### config.mk
export PLATFORM = sky130hd
export DESIGN_NAME = slsh_sqrt
export DESIGN_NICKNAME = d
export VERILOG_FILES = /design/src/slsh_pkg.sv /design/src/slsh_sqrt.sv
export SDC_FILE = /design/constraint.sdc
export NUM_CORES = 1
export LEC_CHECK = 0
export BUFFER_PORTS_ARGS = -buffer_cell sky130_fd_sc_hd__buf_2
export CAP_MARGIN = 10
export CORE_ASPECT_RATIO = 1.1
export CORE_MARGIN = 3
export CORE_UTILIZATION = 55
export CTS_BUF_LIST = sky130_fd_sc_hd__clkbuf_8
export CTS_CLUSTER_DIAMETER = 100
export DETAILED_ROUTE_END_ITERATION = 10
export GPL_TIMING_DRIVEN = 0
export PLACE_DENSITY = 0.75
export SLEW_MARGIN = 30
export SYNTH_ARGS = -nofsm -noshare
export SYNTH_HDL_FRONTEND = slang
export SYNTH_SLANG_ARGS = --single-unit
### constraint.sdc
create_clock -name clk_i -period 4.5 [get_ports clk_i]
set_clock_uncertainty 0.1 [all_clocks]
set_input_delay 1.35 -clock clk_i [delete_from_list [all_inputs] [get_ports clk_i]]
set_output_delay 1.35 -clock clk_i [all_outputs]
set_load 0.01 [all_outputs]
### src/slsh_pkg.sv
// ----------------------------------------------------------------------------
// slsh_pkg
// shared widths, register codes, reset values, types and the glyph ramp
// of the sphere lambert shade unit
// ----------------------------------------------------------------------------
`default_nettype none

package slsh_pkg;

  // payload and register widths
  localparam int PosW      = 16;
  localparam int CfgIdxW   = 3;
  localparam int CfgDataW  = 31;
  localparam int RadSqW    = 31;
  localparam int InvRW     = 17;
  localparam int LightW    = 16;
  localparam int AmbW      = 12;
  localparam int GainW     = 13;
  localparam int LevelW    = 4;
  localparam int GlyphW    = 8;

  // datapath widths
  localparam int SqW       = 31;  // px*px, at most 2^30
  localparam int D2W       = 32;
  localparam int NormMagW  = 23;  // (16b magnitude * 17b reciprocal) >> 10
  localparam int NormW     = 24;
  localparam int SqrtRootW = 16;
  localparam int SqrtInW   = 2 * SqrtRootW;
  localparam int SqrtRemW  = SqrtRootW + 2;
  localparam int SqrtStepsDefault = 2;

  // register indexes
  localparam logic [CfgIdxW-1:0] RegRadiusSq  = 3'd0;
  localparam logic [CfgIdxW-1:0] RegInvRadius = 3'd1;
  localparam logic [CfgIdxW-1:0] RegLightX    = 3'd2;
  localparam logic [CfgIdxW-1:0] RegLightY    = 3'd3;
  localparam logic [CfgIdxW-1:0] RegLightZ    = 3'd4;
  localparam logic [CfgIdxW-1:0] RegAmbient   = 3'd5;
  localparam logic [CfgIdxW-1:0] RegGain      = 3'd6;

  // register reset values
  localparam logic [RadSqW-1:0]        RstRadiusSq  = 31'd26214400;
  localparam logic [InvRW-1:0]         RstInvRadius = 17'd3277;
  localparam logic signed [LightW-1:0] RstLightX    = 16'sd11585;
  localparam logic signed [LightW-1:0] RstLightY    = -16'sd11585;
  localparam logic signed [LightW-1:0] RstLightZ    = 16'sd0;
  localparam logic [AmbW-1:0]          RstAmbient   = 12'd256;
  localparam logic [GainW-1:0]         RstGain      = 13'd2688;

  localparam logic [LevelW-1:0] LevelMax = 4'd12;

  // glyph codes
  localparam logic [GlyphW-1:0] GlyphSpace = 8'h20;
  localparam logic [GlyphW-1:0] GlyphDot   = 8'h2e;
  localparam logic [GlyphW-1:0] GlyphComma = 8'h2c;
  localparam logic [GlyphW-1:0] GlyphLowO  = 8'h6f;
  localparam logic [GlyphW-1:0] GlyphZero  = 8'h30;

  // sideband that rides along the square root pipeline
  typedef struct packed {
    logic                    in_disc;
    logic signed [NormW-1:0] nx;
    logic signed [NormW-1:0] ny;
  } slsh_side_t;

  function automatic logic [GlyphW-1:0] ramp_glyph(input logic [LevelW-1:0] lvl);
    logic [GlyphW-1:0] g;
    case (lvl) inside
      [4'd1:4'd3]:   g = GlyphDot;
      [4'd4:4'd6]:   g = GlyphComma;
      [4'd7:4'd9]:   g = GlyphLowO;
      [4'd10:4'd12]: g = GlyphZero;
      default:       g = GlyphSpace;
    endcase
    return g;
  endfunction

endpackage

`default_nettype wire

### src/slsh_sqrt.sv
// ----------------------------------------------------------------------------
// slsh_sqrt
// pipelined floor integer square root, StepsPerStage result bits per stage,
// with a valid bit and sideband carried alongside
// ----------------------------------------------------------------------------
`default_nettype none

module slsh_sqrt
  import slsh_pkg::*;
#(
  parameter int StepsPerStage = SqrtStepsDefault
) (
  input  wire logic                 clk_i,
  input  wire logic                 rst_ni,
  input  wire logic                 en_i,
  input  wire logic                 valid_i,
  input  wire logic [SqrtInW-1:0]   rad_i,
  input  wire slsh_side_t           side_i,
  output logic                      valid_o,
  output logic [SqrtRootW-1:0]      root_o,
  output slsh_side_t                side_o
);

  localparam int NumStages = SqrtRootW / StepsPerStage;

  logic                 valid_q [NumStages];
  logic [SqrtInW-1:0]   rad_q   [NumStages];
  logic [SqrtRemW-1:0]  rem_q   [NumStages];
  logic [SqrtRootW-1:0] root_q  [NumStages];
  slsh_side_t           side_q  [NumStages];

  for (genvar s = 0; s < NumStages; s++) begin : g_stage
    logic                 v_in;
    logic [SqrtInW-1:0]   rad_in;
    logic [SqrtRemW-1:0]  rem_in;
    logic [SqrtRootW-1:0] root_in;
    slsh_side_t           side_in;
    logic [SqrtInW-1:0]   rad_d;
    logic [SqrtRemW-1:0]  rem_d;
    logic [SqrtRootW-1:0] root_d;

    if (s == 0) begin : g_first
      assign v_in    = valid_i;
      assign rad_in  = rad_i;
      assign rem_in  = '0;
      assign root_in = '0;
      assign side_in = side_i;
    end else begin : g_next
      assign v_in    = valid_q[s-1];
      assign rad_in  = rad_q[s-1];
      assign rem_in  = rem_q[s-1];
      assign root_in = root_q[s-1];
      assign side_in = side_q[s-1];
    end

    // restoring digit recurrence, two radicand bits per step
    always_comb begin
      logic [SqrtRemW+1:0] cur;
      logic [SqrtRemW+1:0] trial;
      rad_d  = rad_in;
      rem_d  = rem_in;
      root_d = root_in;
      for (int k = 0; k < StepsPerStage; k++) begin
        cur   = {rem_d, rad_d[SqrtInW-1 -: 2]};
        trial = {{(SqrtRemW - SqrtRootW){1'b0}}, root_d, 2'b01};
        if (cur >= trial) begin
          rem_d  = SqrtRemW'(cur - trial);
          root_d = {root_d[SqrtRootW-2:0], 1'b1};
        end else begin
          rem_d  = cur[SqrtRemW-1:0];
          root_d = {root_d[SqrtRootW-2:0], 1'b0};
        end
        rad_d = {rad_d[SqrtInW-3:0], 2'b00};
      end
    end

    always_ff @(posedge clk_i or negedge rst_ni) begin
      if (!rst_ni) begin
        valid_q[s] <= 1'b0;
      end else if (en_i) begin
        valid_q[s] <= v_in;
      end
    end

    always_ff @(posedge clk_i) begin
      if (en_i) begin
        rad_q[s]  <= rad_d;
        rem_q[s]  <= rem_d;
        root_q[s] <= root_d;
        side_q[s] <= side_in;
      end
    end
  end

  assign valid_o = valid_q[NumStages-1];
  assign root_o  = root_q[NumStages-1];
  assign side_o  = side_q[NumStages-1];

endmodule

`default_nettype wire

# [Yosys cells after proc, flatten, opt, wreduce, memory -nomap -nowiden]
# Memories as Yosys holds them, arrays and structs flattened.
# Cells that the tools add are included.
[op_classes] n_addsub=16 magnitude_cmp=16 n_mux=34
[ops] cell="18-bit two-way mux" n=16
[ops] cell="20-bit by 18-bit >= comparator with 1-bit output" n=14
[ops] cell="18-bit subtractor" n=14
[ops] cell="20-bit by 3-bit >= comparator with 1-bit output" n=1
[ops] cell="1-bit two-way mux" n=18
[ops] cell="18-bit by 3-bit subtractor with 18-bit output" n=1
[ops] cell="2-bit by 1-bit subtractor with 3-bit output (second input constant)" n=1
[ops] cell="2-bit by 1-bit >= comparator with 1-bit output (second input constant)" n=1
[totals] register_bits=8 ramBits=888 input_bits=85 out_inout_bits=66 n_memories=4
[memory_table] memory="side_q" words=8 width=49 rd=8 rd_clocked_by_memory_dff=0 write_ports=8 line_no="slsh_sqrt.sv:30" text="slsh_side_t side_q [NumStages];"
[memory_table] memory="rad_q" words=8 width=28 rd=7 rd_clocked_by_memory_dff=0 write_ports=8 line_no="slsh_sqrt.sv:27" text="logic [SqrtInW-1:0] rad_q [NumStages];"
[memory_table] memory="rem_q" words=8 width=18 rd=7 rd_clocked_by_memory_dff=0 write_ports=8 line_no="slsh_sqrt.sv:28" text="logic [SqrtRemW-1:0] rem_q [NumStages];"
[memory_table] memory="root_q" words=8 width=16 rd=8 rd_clocked_by_memory_dff=0 write_ports=8 line_no="slsh_sqrt.sv:29" text="logic [SqrtRootW-1:0] root_q [NumStages];"

# [Longest topological paths before layout]
# An unclocked memory read counts as a cell.
[depth] depth_word=5 depth_mapped=23 depth_no_buf=22

# [Worst setup path before layout]
# OpenSTA, ideal clock, no wires.
[synth_timing] kind="register to register" start="memory rem_q[5][0] (netlist name)" end="memory rem_q[6][11] (netlist name) (data pin)" setup_time_ns=0.260 arrival_time_ns=4.627 required_ns=4.140 setup_slack_ns=-0.487 path_stages_with_launch=22 cell_sequence="edfxtp_1 -> ha_1 -> nor2b_1 -> o2111ai_1 -> nand3_1 -> o22ai_2 -> nand2_1 -> inv_1 -> buf_1 -> nand2_1 -> o41ai_1 -> ha_1 -> a21o_1 -> a21o_1 -> a21oi_1 -> o22ai_1 -> a211o_1 -> nor4_4 -> and2_1 -> inv_1 -> buf_2 -> mux2_2"
[synth_lines] element="from (decl)" line_no="slsh_sqrt.sv:28"

==> results <==
- The run finished, with violations left.
- The final reports fail on negative setup slack.
- The combinational share of power is between 20% and 30%.
- The number of unique standard cell types used by synthesis is 94.
- Once the floorplan was initialized, standard cells occupied 56.2% of the core.
- The maximum fanout encountered on the critical timing path is 6.
- After synthesis, the share of flip-flops with an asynchronous set or reset is 1.14%.
- The count of pins on the block boundary is about 150.
- The total count of max-transition violations in the final report is 0.
- Including well taps, the total number of placed cells is just over 3k.
- The switching power as a share of total power is a little under a third.
- The leakage power is ~0.015 µW.
- The chip height is roughly 260 µm.
- The sum of met3 wire segment lengths after detailed routing is 3300 µm.
- The routed design uses approximately 35,000 µm of met2 wire.
- After floorplanning, the core was divided into 90 placement rows.
- The die boundary width is 233 µm.
- The post-place setup slack is -1.37 ns.
- The share of layout cells above drive strength 1 is between 20% and 30%.
- The highest signal layer in the routed design is met5.
- The via-per-instance ratio is approximately 5.6.
- The first-pass GRT wire length is 100,000 µm.
- The kind of cell with the highest combined delay along the critical path is compound AO/OA/AOI/OAI gates.
- In this run, synthesis inferred 693 flip-flops with an integrated enable.
- The master of the slowest instance on the critical path is or4_4.
- Across all setup checks in the final design, the least slack found is -0.00710 ns.
- The final period utilization is 100%.
- The clock latency reported for the late side of the worst-skew pair is 0.69 ns.
- Counting both buffers and inverters, the worst setup path holds a total of 4.
- Setup repair after global routing could not meet its margin everywhere.
- The clock network power share is approximately a quarter.
- Sequential cells account for 45.0% of the total power.
- The net switching power figure is between 5000 and 6000 µW.
- Across the run, the number of max-cap violations was 0.
- The critical path goes through ha_4, inv_4, or4_4, nand2b_4, o22ai_4, nand2_4, inv_6, o41ai_4, ha_4, a21o_1, a21o_1, a21oi_2, o22ai_1, a211o_1, nor4_4, and2_4, inv_4, buf_8, mux2_4.
- The count of H-tree levels built during CTS is 3.
- The total power divided by cell area is roughly 490 mW/mm².
- The post-route non-filler standard cell count is ~3.5k.
- The number of buffers inserted by hold repair at cts is 0.
- At the end of routability-driven placement, the weighted congestion stood at between 0.9 and 1.
- The detailed-placement wirelength estimate is between 40,000 and 50,000 µm.
- The count of final hold-check violations is 0.
- The pre-antenna-repair detailed-routing pass consisted of 6 iterations.
- The netlist area before placement is approximately 0.031 mm².
- The number of antenna violations at the first check in global routing was 9.
- After floorplanning, the core was sized to cover around 0.056 mm².
- The number of violations reported at the end of detailed-routing iteration 0 is about 1.3k.
- Setup violations remaining at the end of the flow were counted as 4.
- The slew at the pin closest to its max-slew limit is 0.740 ns.
- Buffers placed on the I/O ports in this run total 150.
- The worst-case hold slack is 0.301 ns.
- The number of global-route vias before repair is around 19k.
- After detailed routing, the average wire length per cell comes to about 19 µm.
- Based on the critical path, the design can be clocked at up to approximately 220 MHz.
- The cell sitting at the root of the clock tree is a clkbuf_8.
- The post-layout minimum cycle time is 4.51 ns.
- The remaining antenna violation count is 0.
- The delay of the slowest cell on the worst path is around 0.56 ns.
- The critical path arrival is between 4 and 5 ns.
- CTS saw 701 sinks.
- The average size of a mapped cell is approximately 14 µm².
- Entering global routing, the biggest net connects ~100 pins.
- The maximum clock insertion buffer count is 3.
- The leading area contributor after synthesis is edfxtp_1.
- Overall power consumption after layout is estimated at 18,800 µW.
- The net count of the finished layout is between 2k and 3k.
- In the synthesized netlist the dominant register cell turns out to be edfxtp_1.
- The critical path class is register to register.
- The via count is approximately 20k.
- TritonCTS built the clock tree.
- The filler cells instantiated in the layout total 3,680.
- The internal power is roughly 13,000 µW.
- After synthesis, the cell types taking the most area are edfxtp_1 (67%), ha_1 (6.0%), xnor2_1 (2.8%).
- The instance count of the mapped netlist is ~2.2k.
- The total congestion overflow is 0.
- The portion of synthesized cell area occupied by the leading cell type is 66.6%.
- The area added between synthesis and finish is 22.3%.
- The worst slew slack as a fraction of its limit is 50.6%.
- The worst setup path is captured at a register.
- Sorting the synthesized cells by how often they occur yields edfxtp_1 (693), ha_1 (149), nor2_1 (141).
- The maximum vdd drop is around 0.35 mV.
- The Yosys step of the flow raised 0 warnings.
- The required time reported for the critical path endpoint is roughly 4.8 ns.
- The synthesized design contains around 700 register bits.
- The clock-pin transition on the worst setup and hold timing paths is 0.06 ns.
- After detailed routing, the wire length on met1 is 24,200 µm.
- The die covers 0.0597 mm².
- The startpoint type of the worst setup path is a register.
- The most numerous cell in the Yosys netlist is edfxtp_1.
- The sequential share of the synthesized area is approximately two thirds.
- The tightest min-delay check is of the register to register type.
- The aggregate global-route resource usage is 21.3%.
- After detailed routing, the number of remaining DRC violations is 0.
- TritonCTS created roughly 110 clock buffers.
- Summed over all layers, the routed wires come to approximately 65,000 µm.
-- layout make-up --
cell class / count / area, µm² / area share, %
inverter: 124 / 492 / 1.29
antenna: 5 / 12.5 / 0.0328
buffer: 31 / 322 / 0.842
sequential: 701 / 21000 / 55.0
multi-input combinational: 1361 / 11100 / 29.2
clock buffer: 109 / 1500 / 3.93
timing repair buffer: 320 / 2250 / 5.88
tap: 736 / 921 / 2.41
clock inverter: 87 / 543 / 1.42
-- state kept, by name (all words and copies together) (netlist names) --
signal and cells:
root_q 72, g_stage.v_in 7, rem_q 117, rad_q 112, side_q 392, valid_o 1
-- cells in the final DEF, fill, tap and decap left out, types with 29 or more instances in the layout --
cell      instances
a21oi_1         113
nor2b_1          29
inv_1           137
nand3_1          30
buf_2           149
ha_4             44
o21ai_0          60
clkbuf_8        114
ha_1             97
nor3_1           45
xor2_1           72
nand2_1         112
nor2_1          122
buf_4           155
a21o_1           46
xnor2_1          99
edfxtp_1        693
-- worst reg2reg max path, stage by stage, from the launching register on --
cell and delay, ns:
edfxtp_1 0.44, ha_4 0.35, inv_4 0.04, or4_4 0.56
nand2b_4 0.10, o22ai_4 0.07, nand2_4 0.10, inv_6 0.06
o41ai_4 0.35, ha_4 0.28, a21o_1 0.15, a21o_1 0.18
a21oi_2 0.17, o22ai_1 0.09, a211o_1 0.27, nor4_4 0.18
and2_4 0.25, inv_4 0.06, buf_8 0.14, mux2_4 0.30
-- path summary, 6_finish.rpt --
check                           cells past startpoint         endpoint            from  slack (ns)
worst max-delay path                               19     rem_q[6][11]     rem_q[5][5]      -0.007
worst min-delay path                                0   side_q[0][190]  side_q[0][141]        0.30
worst max register to register                     19     rem_q[6][11]     rem_q[5][5]      -0.007
worst min register to register                      0   side_q[0][190]  side_q[0][141]        0.30
max in group asynchronous                           1          valid_o          rst_ni        3.75
min in group asynchronous                           1  g_stage[6].v_in          rst_ni        0.38
-- logic make-up after synthesis --
logic type / count (synthesis) / synth area share, %
XOR/XNOR: 172 / 4.82
AND/OR/NAND/NOR: 558 / 9.22
adder cells (fa/ha/maj): 149 / 5.97
flip-flops: 701 / 67.3
other: 1 / 0.0120
multiplexers: 49 / 1.71
AO/OA/AOI/OAI: 431 / 8.99
buffers and inverters: 159 / 1.98
-- repair_timing --
| item | CTS | global route |
|---|---|---|
| pin swaps | 43 | 78 |
| buffers inserted | 81 | 77 |
| gates resized for setup | 199 | 180 |
| setup endpoints to repair | 99 | 95 |
| gates cloned | 2 | 2 |
-- layer usage --
metal / GRT usage, % / vias up
li1: - / 9311
met1: 23.6 / 9372
met2: 38.2 / 543
met3: 4.78 / 190
met4: 10.4 / 8
met5: 0 / -
-- per-stage QoR --
stage / utilization, % / cell area [µm²] / TNS [ns]
2_1_floorplan: - / 31300 / 0
3_3_place_gp: 59.5 / 33000 / -5528.70
6_report: 68.8 / 38200 / -0.0175
3_5_place_dp: 59.9 / 33300 / -75.03
4_1_cts: 66.2 / 36700 / -0.439
5_1_grt: 68.8 / 38200 / -1.73
-- power groups by stage --
| stage | logic [µW] | clock network [µW] | registers [µW] |
|---|---|---|---|
| 6_report | 5420 | 4940 | 8490 |
| 5_1_grt | 5910 | 5410 | 8560 |
| 4_1_cts | 4790 | 5110 | 8470 |
| 3_5_place_dp | 4320 | 0 | 8600 |
| 3_3_place_gp | 4210 | 0 | 8690 |
| 2_1_floorplan | 3210 | 0 | 8460 |
No activity file was read; power rests on OpenSTA's default activity.
